===== src/hdl/rrq_pkg.sv =====
// ============================================================================
// rrq_pkg
// Shared types, request and result codes and RED constants for the router
// admission and output queue.
// ============================================================================
package rrq_pkg;

    // Fixed field widths of the stream words.
    localparam int PORT_W   = 3;
    localparam int PID_W    = 32;
    localparam int DRAW_W   = 16;
    localparam int BOFF_W   = 2;
    localparam int KIND_W   = 3;
    localparam int REQ_W    = 3;
    localparam int QLEN_W   = 4;
    localparam int CNT32_W  = 32;
    localparam int CAP_W    = 4;
    localparam int MASK_W   = 8;

    // Stream word widths, padded to whole bytes.
    localparam int S_DATA_W = 64;
    localparam int M_DATA_W = 112;

    // Port count follows from the 3-bit port fields.
    localparam int NUM_PORTS = 1 << PORT_W;

    // Drop statistics buckets, indexed by queue length capped at BUCKET_CAP.
    localparam int NUM_BUCKETS = 7;
    localparam int BKT_W       = 3;
    localparam int BUCKET_CAP  = 6;

    // Default queue depth.
    localparam int BUFFER_DEPTH_DEF = 8;

    // RED drop thresholds on the 16-bit draw: 0.2 * 65536 rounded up.
    localparam logic [DRAW_W-1:0] RED_THR_LEN2 = 16'd13108;

    // Request codes.
    localparam logic [REQ_W-1:0] REQ_ARRIVAL = 3'd0;
    localparam logic [REQ_W-1:0] REQ_PASS    = 3'd1;
    localparam logic [REQ_W-1:0] REQ_TICK    = 3'd2;
    localparam logic [REQ_W-1:0] REQ_READ    = 3'd3;
    localparam logic [REQ_W-1:0] REQ_CLEAR   = 3'd4;

    // Result kinds.
    localparam logic [KIND_W-1:0] KIND_STORED   = 3'd0;
    localparam logic [KIND_W-1:0] KIND_CAP_DROP = 3'd1;
    localparam logic [KIND_W-1:0] KIND_RED_DROP = 3'd2;
    localparam logic [KIND_W-1:0] KIND_FORWARD  = 3'd3;
    localparam logic [KIND_W-1:0] KIND_COUNTERS = 3'd4;
    localparam logic [KIND_W-1:0] KIND_NOTHING  = 3'd5;

    // Configuration register indexes.
    localparam logic CFG_CAPACITY  = 1'b0;
    localparam logic CFG_PEER_MASK = 1'b1;

    // Reset values of the configuration registers.
    localparam logic [CAP_W-1:0]  CAP_RESET  = 4'd1;
    localparam logic [MASK_W-1:0] MASK_RESET = 8'hFF;

    // One queued packet.
    typedef struct packed {
        logic [PID_W-1:0]  id;
        logic [PORT_W-1:0] dst;
        logic [PORT_W-1:0] src;
    } queue_entry_t;

    // Saturating 32-bit increment, shared by both drop counter banks.
    function automatic logic [CNT32_W-1:0] sat_inc(input logic [CNT32_W-1:0] val);
        logic [CNT32_W-1:0] res;
        if (&val) begin
            res = val;
        end else begin
            res = val + 32'd1;
        end
        return res;
    endfunction

endpackage


===== src/hdl/rrq_ram.sv =====
// ============================================================================
// rrq_ram
// Generic single-clock RAM with one write port and one registered read port.
// ============================================================================
module rrq_ram #(
    parameter int WIDTH = 38,
    parameter int DEPTH = 8
) (
    input  logic                     aclk,
    input  logic                     we,
    input  logic [$clog2(DEPTH)-1:0] waddr,
    input  logic [WIDTH-1:0]         wdata,
    input  logic [$clog2(DEPTH)-1:0] raddr,
    output logic [WIDTH-1:0]         rdata
);

    logic [WIDTH-1:0] mem [DEPTH];
    logic [WIDTH-1:0] rdata_reg;

    // Write port and registered read port.
    always_ff @(posedge aclk) begin
        if (we) begin
            mem[waddr] <= wdata;
        end
        rdata_reg <= mem[raddr];
    end

    assign rdata = rdata_reg;

endmodule


===== src/hdl/red_router_queue.sv =====
// Timing: the single result word of an arrival, tick, counter read, counter
//   clear or unknown request is registered from the EXEC state once the
//   output register is free. An output pass walks the queue RAM one entry per
//   cycle, except while a held forward waits on a stalled result side. A new
//   request is taken only in the idle state, after the last one is done.
// Reset: synchronous aresetn clears count, tick, drop counters and valid flags.
// ============================================================================
// red_router_queue
// Router admission stage with a per-tick limit and RED drops, followed by an
// output queue that forwards the oldest packet for each attached destination.
// ============================================================================
module red_router_queue
    import rrq_pkg::*;
#(
    parameter int BUFFER_DEPTH = BUFFER_DEPTH_DEF
) (
    input  logic                 aclk,
    input  logic                 aresetn,

    // Configuration write port.
    input  logic                 cfg_we,
    input  logic                 cfg_addr,
    input  logic [MASK_W-1:0]    cfg_wdata,

    // Request stream.
    input  logic                 s_tvalid,
    output logic                 s_tready,
    // src_id[2:0], dst_id[5:3], packet_id[37:6], drop_random[53:38],
    // backoff_choice[55:54], stat_bucket[58:56], zero pad above
    input  logic [S_DATA_W-1:0]  s_tdata,
    // req_type[2:0]
    input  logic [REQ_W-1:0]     s_tuser,

    // Result stream.
    output logic                 m_tvalid,
    input  logic                 m_tready,
    // port_id[2:0], out_packet_id[34:3], origin_id[37:35], backoff[39:38],
    // queue_len[43:40], red_drops[75:44], capacity_drops[107:76], zero pad above
    output logic [M_DATA_W-1:0]  m_tdata,
    // kind[2:0]
    output logic [KIND_W-1:0]    m_tuser,
    output logic                 m_tlast
);

    localparam int IDX_W = $clog2(BUFFER_DEPTH);
    localparam int CNT_W = $clog2(BUFFER_DEPTH + 1);
    localparam int ENT_W = $bits(queue_entry_t);

    // Sequencer states.
    localparam logic [2:0] ST_IDLE       = 3'd0;
    localparam logic [2:0] ST_EXEC       = 3'd1;
    localparam logic [2:0] ST_PASS_START = 3'd2;
    localparam logic [2:0] ST_WALK       = 3'd3;
    localparam logic [2:0] ST_FINISH     = 3'd4;

    logic [2:0] state_reg, state_next;

    // Configuration registers.
    logic [CAP_W-1:0]  cap_tick_reg, cap_tick_next;
    logic [MASK_W-1:0] peer_mask_reg, peer_mask_next;

    // Latched request word.
    logic [REQ_W-1:0]  req_reg;
    logic [PORT_W-1:0] src_reg;
    logic [PORT_W-1:0] dst_reg;
    logic [PID_W-1:0]  pid_reg;
    logic [DRAW_W-1:0] draw_reg;
    logic [BOFF_W-1:0] boff_reg;
    logic [BKT_W-1:0]  sb_reg;

    // Queue and admission state.
    logic [CNT_W-1:0]  count_reg, count_next;
    logic [CAP_W-1:0]  acc_tick_reg, acc_tick_next;
    logic [CNT32_W-1:0] red_cnt_reg [NUM_BUCKETS];
    logic [CNT32_W-1:0] red_cnt_next [NUM_BUCKETS];
    logic [CNT32_W-1:0] cap_cnt_reg [NUM_BUCKETS];
    logic [CNT32_W-1:0] cap_cnt_next [NUM_BUCKETS];

    // Output pass walk state.
    logic [IDX_W-1:0]     walk_idx_reg, walk_idx_next;
    logic [CNT_W-1:0]     keep_cnt_reg, keep_cnt_next;
    logic [NUM_PORTS-1:0] sent_reg, sent_next;
    logic                 pend_valid_reg, pend_valid_next;
    queue_entry_t         pend_entry_reg, pend_entry_next;
    logic [CNT_W-1:0]     pend_qlen_reg, pend_qlen_next;

    // Output register.
    logic                m_valid_reg, m_valid_next;
    logic [KIND_W-1:0]   m_kind_reg, m_kind_next;
    logic [PORT_W-1:0]   m_port_reg, m_port_next;
    logic [PID_W-1:0]    m_pid_reg, m_pid_next;
    logic [PORT_W-1:0]   m_origin_reg, m_origin_next;
    logic [BOFF_W-1:0]   m_boff_reg, m_boff_next;
    logic [QLEN_W-1:0]   m_qlen_reg, m_qlen_next;
    logic [CNT32_W-1:0]  m_red_reg, m_red_next;
    logic [CNT32_W-1:0]  m_cap_reg, m_cap_next;
    logic                m_last_reg, m_last_next;

    // Queue RAM ports.
    logic             ram_we;
    logic [IDX_W-1:0] ram_waddr;
    queue_entry_t     ram_wdata;
    logic [IDX_W-1:0] ram_raddr;
    logic [ENT_W-1:0] ram_rdata;
    queue_entry_t     rd_entry;

    // Datapath helpers.
    logic               out_free;
    logic               s_accept;
    logic [BKT_W-1:0]   arr_bucket;
    logic [BKT_W-1:0]   rd_bucket;
    logic               cap_hit;
    logic               red_hit;
    logic [BOFF_W-1:0]  boff_eff;
    logic [CNT32_W-1:0] inc_in;
    logic [CNT32_W-1:0] inc_out;
    logic               is_send;
    logic               walk_stall;
    logic               walk_last;

    rrq_ram #(
        .WIDTH (ENT_W),
        .DEPTH (BUFFER_DEPTH)
    ) u_queue_ram (
        .aclk  (aclk),
        .we    (ram_we),
        .waddr (ram_waddr),
        .wdata (ram_wdata),
        .raddr (ram_raddr),
        .rdata (ram_rdata)
    );

    assign rd_entry = queue_entry_t'(ram_rdata);
    assign out_free = !m_valid_reg || m_tready;
    assign s_tready = (state_reg == ST_IDLE);
    assign s_accept = s_tvalid && s_tready;

    // Bucket selection for arrivals and counter reads, both capped.
    assign arr_bucket = (int'(count_reg) > BUCKET_CAP) ? BKT_W'(BUCKET_CAP)
                                                       : BKT_W'(count_reg);
    assign rd_bucket  = (int'(sb_reg) > BUCKET_CAP) ? BKT_W'(BUCKET_CAP) : sb_reg;

    // Admission checks: tick limit first, then the RED curve and a full queue.
    assign cap_hit = (acc_tick_reg >= cap_tick_reg);
    always_comb begin
        if (count_reg >= CNT_W'(4)) begin
            red_hit = 1'b1;
        end else if (count_reg == CNT_W'(3)) begin
            red_hit = !draw_reg[DRAW_W-1];
        end else if (count_reg == CNT_W'(2)) begin
            red_hit = (draw_reg < RED_THR_LEN2);
        end else begin
            red_hit = 1'b0;
        end
        if (count_reg >= CNT_W'(BUFFER_DEPTH)) begin
            red_hit = 1'b1;
        end
    end

    assign boff_eff = (boff_reg == '0) ? BOFF_W'(1) : boff_reg;

    // Shared saturating incrementer for whichever bank takes the drop.
    assign inc_in  = cap_hit ? cap_cnt_reg[arr_bucket] : red_cnt_reg[arr_bucket];
    assign inc_out = sat_inc(inc_in);

    // Walk decisions on the entry currently on the RAM read port.
    assign is_send    = !sent_reg[rd_entry.dst] && peer_mask_reg[rd_entry.dst];
    assign walk_stall = is_send && pend_valid_reg && !out_free;
    assign walk_last  = ((CNT_W'(walk_idx_reg) + CNT_W'(1)) == count_reg);

    // Sequencer and next-state logic.
    always_comb begin
        state_next      = state_reg;
        cap_tick_next   = cap_tick_reg;
        peer_mask_next  = peer_mask_reg;
        count_next      = count_reg;
        acc_tick_next   = acc_tick_reg;
        red_cnt_next    = red_cnt_reg;
        cap_cnt_next    = cap_cnt_reg;
        walk_idx_next   = walk_idx_reg;
        keep_cnt_next   = keep_cnt_reg;
        sent_next       = sent_reg;
        pend_valid_next = pend_valid_reg;
        pend_entry_next = pend_entry_reg;
        pend_qlen_next  = pend_qlen_reg;

        m_valid_next  = m_valid_reg && !m_tready;
        m_kind_next   = m_kind_reg;
        m_port_next   = m_port_reg;
        m_pid_next    = m_pid_reg;
        m_origin_next = m_origin_reg;
        m_boff_next   = m_boff_reg;
        m_qlen_next   = m_qlen_reg;
        m_red_next    = m_red_reg;
        m_cap_next    = m_cap_reg;
        m_last_next   = m_last_reg;

        ram_we    = 1'b0;
        ram_waddr = IDX_W'(count_reg);
        ram_wdata = '{id: pid_reg, dst: dst_reg, src: src_reg};
        ram_raddr = walk_idx_reg;

        // Configuration writes are taken in any state.
        if (cfg_we) begin
            unique case (cfg_addr)
                CFG_CAPACITY:  cap_tick_next  = CAP_W'(cfg_wdata);
                CFG_PEER_MASK: peer_mask_next = cfg_wdata;
                default:       ;
            endcase
        end

        unique case (state_reg)
            ST_IDLE: begin
                if (s_accept) begin
                    state_next = ST_EXEC;
                end
            end

            // Single-result requests, and the entry to an output pass.
            ST_EXEC: begin
                if (req_reg == REQ_PASS) begin
                    state_next = ST_PASS_START;
                end else if (out_free) begin
                    state_next    = ST_IDLE;
                    m_valid_next  = 1'b1;
                    m_kind_next   = KIND_NOTHING;
                    m_port_next   = '0;
                    m_pid_next    = '0;
                    m_origin_next = '0;
                    m_boff_next   = '0;
                    m_qlen_next   = QLEN_W'(count_reg);
                    m_red_next    = '0;
                    m_cap_next    = '0;
                    m_last_next   = 1'b1;
                    case (req_reg)
                        REQ_ARRIVAL: begin
                            m_pid_next    = pid_reg;
                            m_origin_next = src_reg;
                            if (cap_hit) begin
                                cap_cnt_next[arr_bucket] = inc_out;
                                m_kind_next = KIND_CAP_DROP;
                                m_port_next = src_reg;
                                m_boff_next = boff_eff;
                            end else if (red_hit) begin
                                red_cnt_next[arr_bucket] = inc_out;
                                m_kind_next = KIND_RED_DROP;
                                m_port_next = src_reg;
                                m_boff_next = boff_eff;
                            end else begin
                                ram_we      = 1'b1;
                                count_next  = count_reg + CNT_W'(1);
                                m_kind_next = KIND_STORED;
                                m_port_next = dst_reg;
                                m_qlen_next = QLEN_W'(count_reg + CNT_W'(1));
                                if (acc_tick_reg != '1) begin
                                    acc_tick_next = acc_tick_reg + CAP_W'(1);
                                end
                            end
                        end
                        REQ_TICK: begin
                            acc_tick_next = '0;
                        end
                        REQ_READ: begin
                            m_kind_next = KIND_COUNTERS;
                            m_red_next  = red_cnt_reg[rd_bucket];
                            m_cap_next  = cap_cnt_reg[rd_bucket];
                        end
                        REQ_CLEAR: begin
                            for (int b = 0; b < NUM_BUCKETS; b++) begin
                                red_cnt_next[b] = '0;
                                cap_cnt_next[b] = '0;
                            end
                        end
                        default: ;
                    endcase
                end
            end

            // Start the walk at the oldest entry.
            ST_PASS_START: begin
                walk_idx_next   = '0;
                keep_cnt_next   = '0;
                sent_next       = '0;
                pend_valid_next = 1'b0;
                ram_raddr       = '0;
                if (count_reg == '0) begin
                    state_next = ST_FINISH;
                end else begin
                    state_next = ST_WALK;
                end
            end

            // One entry per cycle unless walk_stall holds: forward it or compact it down to keep_cnt.
            ST_WALK: begin
                if (!walk_stall) begin
                    ram_raddr = walk_idx_reg + IDX_W'(1);
                    if (is_send) begin
                        sent_next[rd_entry.dst] = 1'b1;
                        pend_valid_next = 1'b1;
                        pend_entry_next = rd_entry;
                        if (pend_valid_reg) begin
                            pend_qlen_next = pend_qlen_reg - CNT_W'(1);
                            m_valid_next   = 1'b1;
                            m_kind_next    = KIND_FORWARD;
                            m_port_next    = pend_entry_reg.dst;
                            m_pid_next     = pend_entry_reg.id;
                            m_origin_next  = pend_entry_reg.src;
                            m_boff_next    = '0;
                            m_qlen_next    = QLEN_W'(pend_qlen_reg);
                            m_red_next     = '0;
                            m_cap_next     = '0;
                            m_last_next    = 1'b0;
                        end else begin
                            pend_qlen_next = count_reg - CNT_W'(1);
                        end
                    end else begin
                        ram_we        = 1'b1;
                        ram_waddr     = IDX_W'(keep_cnt_reg);
                        ram_wdata     = rd_entry;
                        keep_cnt_next = keep_cnt_reg + CNT_W'(1);
                    end
                    if (walk_last) begin
                        state_next = ST_FINISH;
                    end else begin
                        walk_idx_next = walk_idx_reg + IDX_W'(1);
                    end
                end
            end

            // Close the pass with the held forward, or a nothing word.
            ST_FINISH: begin
                if (out_free) begin
                    state_next    = ST_IDLE;
                    m_valid_next  = 1'b1;
                    m_boff_next   = '0;
                    m_red_next    = '0;
                    m_cap_next    = '0;
                    m_last_next   = 1'b1;
                    if (pend_valid_reg) begin
                        pend_valid_next = 1'b0;
                        count_next      = keep_cnt_reg;
                        m_kind_next     = KIND_FORWARD;
                        m_port_next     = pend_entry_reg.dst;
                        m_pid_next      = pend_entry_reg.id;
                        m_origin_next   = pend_entry_reg.src;
                        m_qlen_next     = QLEN_W'(pend_qlen_reg);
                    end else begin
                        m_kind_next   = KIND_NOTHING;
                        m_port_next   = '0;
                        m_pid_next    = '0;
                        m_origin_next = '0;
                        m_qlen_next   = QLEN_W'(count_reg);
                    end
                end
            end

            default: begin
                state_next = ST_IDLE;
            end
        endcase
    end

    // Control registers.
    always_ff @(posedge aclk) begin
        if (!aresetn) begin
            state_reg      <= ST_IDLE;
            cap_tick_reg   <= CAP_RESET;
            peer_mask_reg  <= MASK_RESET;
            count_reg      <= '0;
            acc_tick_reg   <= '0;
            for (int b = 0; b < NUM_BUCKETS; b++) begin
                red_cnt_reg[b] <= '0;
                cap_cnt_reg[b] <= '0;
            end
            pend_valid_reg <= 1'b0;
            m_valid_reg    <= 1'b0;
        end else begin
            state_reg      <= state_next;
            cap_tick_reg   <= cap_tick_next;
            peer_mask_reg  <= peer_mask_next;
            count_reg      <= count_next;
            acc_tick_reg   <= acc_tick_next;
            red_cnt_reg    <= red_cnt_next;
            cap_cnt_reg    <= cap_cnt_next;
            pend_valid_reg <= pend_valid_next;
            m_valid_reg    <= m_valid_next;
        end
    end

    // Payload registers.
    always_ff @(posedge aclk) begin
        if (s_accept) begin
            req_reg  <= s_tuser;
            src_reg  <= s_tdata[2:0];
            dst_reg  <= s_tdata[5:3];
            pid_reg  <= s_tdata[37:6];
            draw_reg <= s_tdata[53:38];
            boff_reg <= s_tdata[55:54];
            sb_reg   <= s_tdata[58:56];
        end
        walk_idx_reg   <= walk_idx_next;
        keep_cnt_reg   <= keep_cnt_next;
        sent_reg       <= sent_next;
        pend_entry_reg <= pend_entry_next;
        pend_qlen_reg  <= pend_qlen_next;
        m_kind_reg     <= m_kind_next;
        m_port_reg     <= m_port_next;
        m_pid_reg      <= m_pid_next;
        m_origin_reg   <= m_origin_next;
        m_boff_reg     <= m_boff_next;
        m_qlen_reg     <= m_qlen_next;
        m_red_reg      <= m_red_next;
        m_cap_reg      <= m_cap_next;
        m_last_reg     <= m_last_next;
    end

    // Result word packing.
    assign m_tvalid = m_valid_reg;
    assign m_tuser  = m_kind_reg;
    assign m_tlast  = m_last_reg;
    assign m_tdata  = {4'd0, m_cap_reg, m_red_reg, m_qlen_reg, m_boff_reg,
                       m_origin_reg, m_pid_reg, m_port_reg};

`ifndef SYNTHESIS
    // The queue never holds more than its depth.
    a_count_bound: assert property (@(posedge aclk) disable iff (!aresetn)
        count_reg <= CNT_W'(BUFFER_DEPTH))
        else $error("queue count above depth");

    // Compaction never overtakes the entry being read.
    a_keep_behind: assert property (@(posedge aclk) disable iff (!aresetn)
        (state_reg == ST_WALK) |-> (keep_cnt_reg <= CNT_W'(walk_idx_reg)))
        else $error("kept entries overtake the walk");

    // No forward is left held once the pass has ended.
    a_no_pending_idle: assert property (@(posedge aclk) disable iff (!aresetn)
        (state_reg == ST_IDLE) |-> !pend_valid_reg)
        else $error("held forward left after pass");

    // A pass only shrinks the queue.
    a_pass_shrinks: assert property (@(posedge aclk) disable iff (!aresetn)
        (state_reg == ST_FINISH && pend_valid_reg && out_free)
            |=> (count_reg < $past(count_reg)))
        else $error("output pass did not shrink queue");
`endif

endmodule


===== config.mk =====
export PLATFORM = sky130hd
export DESIGN_NAME = red_router_queue
export DESIGN_NICKNAME = d
export VERILOG_FILES = /design/src/hdl/rrq_pkg.sv /design/src/hdl/rrq_ram.sv /design/src/hdl/red_router_queue.sv
export SDC_FILE = /design/constraint.sdc
export NUM_CORES = 2
export LEC_CHECK = 0
export ABC_AREA = 1
export ABC_CLOCK_PERIOD_IN_PS = 9800
export BUFFER_PORTS_ARGS = -buffer_cell sky130_fd_sc_hd__buf_2
export CAP_MARGIN = 20
export CORE_ASPECT_RATIO = 1.25
export CORE_MARGIN = 1
export CORE_UTILIZATION = 25
export DETAILED_ROUTE_END_ITERATION = 8
export GPL_ROUTABILITY_DRIVEN = 0
export PLACE_DENSITY = 0.49
export SYNTH_ARGS = -nofsm -noshare
export SYNTH_HDL_FRONTEND = slang
export SYNTH_SLANG_ARGS = --single-unit

===== constraint.sdc =====
create_clock -name aclk -period 9.8 [get_ports aclk]
set_input_delay 0.49 -clock aclk [delete_from_list [all_inputs] [get_ports aclk]]
set_output_delay 0.49 -clock aclk [all_outputs]
set_load 0.1 [all_outputs]

==> metrics.csv <==
stage;metric;value;unit
floorplan;coreArea;0.195;mm2
setup_path;crit_buf_inv;6;
setup_path;cp.required;10.46;ns
placed_design;dpl.hpwl;111;mm
logic_synthesis;netlist.area_leader.share;32.6;%
outcome;status;completed;
setup_path;arrival;7.40;ns
min_path;min_path_type;in -> reg;
grt;grt_pass1_wl;291;mm
clock_network;clk_pin_slew_worst_paths;0.06;ns
clock_network;cts_buffer_depth;3;
placed_design;pre_cts_ws;3.25;ns
grt;grt_max_degree;159;
clock_network;cts_setup_buffers;0;
min_path;holdPathStages;1;
setup_path;r2r_cells;24;
timing;min_period;6.74;ns
placed_design;io_buffers;187;
grt;grt.overflow.total;0;
timing;fmax;148;MHz
logic_synthesis;syn_avg_cell_area;8.21;um2
timing;holdWs;0.0738;ns
logic_synthesis;synth_ff_type;edfxtp_1;
clock_network;numCtsBuffers;114;
setup_path;reg2reg_slack;3.06;ns
routing;dr.pass1.iters;8;
setup_path;critPathMaxFanout;54;
grt;antenna_found_initial;17;
logic_synthesis;synthCells;5973;
layout;nNetsFinal;6080;
floorplan;die_area;0.198;mm2
layout;area_growth;15.9;%
layout;largest_reg_flops;304;
logic_synthesis;yosys.area.top_type;edfxtp_1;
logic_synthesis;seq_area_frac_synth;53.5;%
floorplan;io_pins;199;
floorplan;dieHeight;497;um
power_and_ir_drop;leakagePower;20.3;nW
setup_path;worst_path_largest_cell_delay;0.87;ns
timing;setup-tns-final;0;ns
logic_synthesis;async_reset_ff_share;0;%
timing;tightestPinTransition;1.22;ns
clock_network;h-tree-depth;3;
logic_synthesis;synth.cell_area;0.0491;mm2
job;drv_cap;0;
setup_path;crit_type;reg -> reg;
logic_synthesis;yosysWarnings;0;
routing;ant_nets;0;
timing;slew_viol_final;0;
timing;hold_viol;0;
clock_network;tritoncts;built;
min_path;whs_endpoint;sb_reg[0];
setup_path;crit_top_cell;nand2_1;
clock_network;clock-sinks;1044;
timing;setup_slack;3.06;ns
setup_path;crit_family;simple AND/OR/NAND/NOR gates;
routing;vias;44700;
logic_synthesis;ys_top_cells_by_area;edfxtp_1 (33%), dfxtp_1 (21%), nand2_1 (13%);
setup_path;r2r-end;red_cnt_reg[43];
min_path;hp-start;s_tdata[56];
routing;totalWireLength;202;mm
logic_synthesis;synth_most_common_cell;nand2_1;
grt;grt_pass1_vias;42000;
floorplan;die_x;398;um
logic_synthesis;synth_edf_count;533;
clock_network;clk_latency;0.77;ns
timing;relSlewSlack;18.5;%
timing;rsz0062_at_grt;false;
setup_path;startpoint;count_reg[0];
setup_path;worstSetupStartpointType;flip-flop;
layout;drive_gt1_share;10.4;%
timing;fin_worst_skew;0.0396;ns
power_and_ir_drop;powerDensity;185;mW/mm2
routing;remaining_drc_errors;0;
grt;gr-usage-all-layers;19.7;%
clock_network;clockRootBuffer;clkbuf_16;
timing;fin_crit_sh;68.7;%
timing;setup_viol;0;
logic_synthesis;ys_types;45;
power_and_ir_drop;ir_drop;0.000152;V
logic_synthesis;ys_ff_latch;1044;
clock_network;ctsResizeCount;0;
floorplan;initial_utilization;25.2;%
logic_synthesis;synth_common_cells;nand2_1 (1,744), nand3_1 (681), a21oi_1 (550);
setup_path;slowest_stage;nand2_4;
setup_path;timing.rr.start;count_reg[0];
setup_path;crit_chain;inv_2 > buf_4 > ha_1 > inv_1 > nand3_2 > nand2_4 > buf_4 > nand2_1 > nand2_1 > nand2_1 > nor2_1 > nand2_1 > nand2_1 > nand2_1 > inv_2 > ha_1 > inv_1 > nor2_2 > nand2_1 > nor2_4 > nand2_2 > nand2_1 > nand3_1 > a21oi_1;
setup_path;crit_path_end_kind;flip-flop;
routing;wl_per_cell;23.3;um
floorplan;rows;181;
routing;via_per_inst;5.17;
routing;drt-initial-drc-count;5136;
-- layer usage --
metal  track usage [%]  up-vias  routed length [um]
met3              3.54      554               17900
met4              8.77       16                9170
li1                  -    20300                   -
met1              25.9    21500               82800
met5                 0        -                 118
met2              31.3     2321               91600
-- cell type report --
type | instances | area [um2]
inverters | 401 | 1520
clock inverters | 70 | 738
repair buffers | 367 | 2490
fillers | 20700 | 138000
multi-input cells | 4059 | 19600
diodes | 4 | 10.0
flip-flops and latches | 1044 | 26200
well taps | 2562 | 3210
clock buffers | 142 | 3080
-- through the flow --
stage                     utilization, %  area, um2  instances  power (mW)
after floorplan                        -      49100       5976        5.69
after global placement              26.9      52300       8364        6.13
after detailed placement            26.9      52300       8365        6.13
after CTS                           29.2      56800       8644        10.6
after global routing                29.2      56800       8646        10.8
final                               29.2      56800       8649        10.5
-- cell usage in the layout (no fill, tap or decap), types with 12 or more instances in the layout --
cell / count
a21oi_1: 547
a311oi_1: 47
a31oi_1: 18
buf_2: 187
buf_4: 110
clkbuf_1: 19
clkbuf_16: 117
clkinv_1: 18
clkinv_2: 23
dfxtp_1: 510
dlygate4sd3_1: 67
edfxtp_1: 533
ha_1: 12
inv_1: 373
inv_2: 20
mux2_2: 33
nand2_1: 1739
nand2_2: 34
nand3_1: 677
nand3b_1: 22
nand4_1: 128
nor2_1: 266
nor2_4: 24
o211ai_1: 30
o21ai_0: 243
o221ai_1: 130
or2_2: 12
xnor2_1: 14
-- how the worst max path moves through the flow --
stage,endpoint,slack (ns),cells past startpoint
after floorplan,m_boff_reg[0],2.33,10
after global placement,red_cnt_reg[75],3.24,24
after detailed placement,red_cnt_reg[107],3.25,24
after CTS,red_cnt_reg[203],3.19,24
after global routing,cap_cnt_reg[43],2.76,24
final,red_cnt_reg[43],3.06,24
-- where the power goes --
group | total [mW] | switching (mW) | internal (mW)
Clock | 4.47 | 1.96 | 2.51
Sequential | 4.73 | 0.0453 | 4.69
Combinational | 1.34 | 1.10 | 0.243
Total | 10.5 | 3.10 | 7.44
-- cell families after synthesis --
kind of cell	share of synthesized area [%]
XOR/XNOR	0.375
buffers and inverters	7.23
other	0.00764
adder cells (fa/ha/maj)	0.306
multiplexers	0.758
AND/OR/NAND/NOR	25.5
flip-flops	53.5
AO/OA/AOI/OAI	12.3
-- what timing repair did --
item,in CTS,in global routing
hold buffers,67,0
hold endpoints to repair,69,0
setup endpoints to repair,0,0
Note: power is estimated with default switching activity, not from simulation.
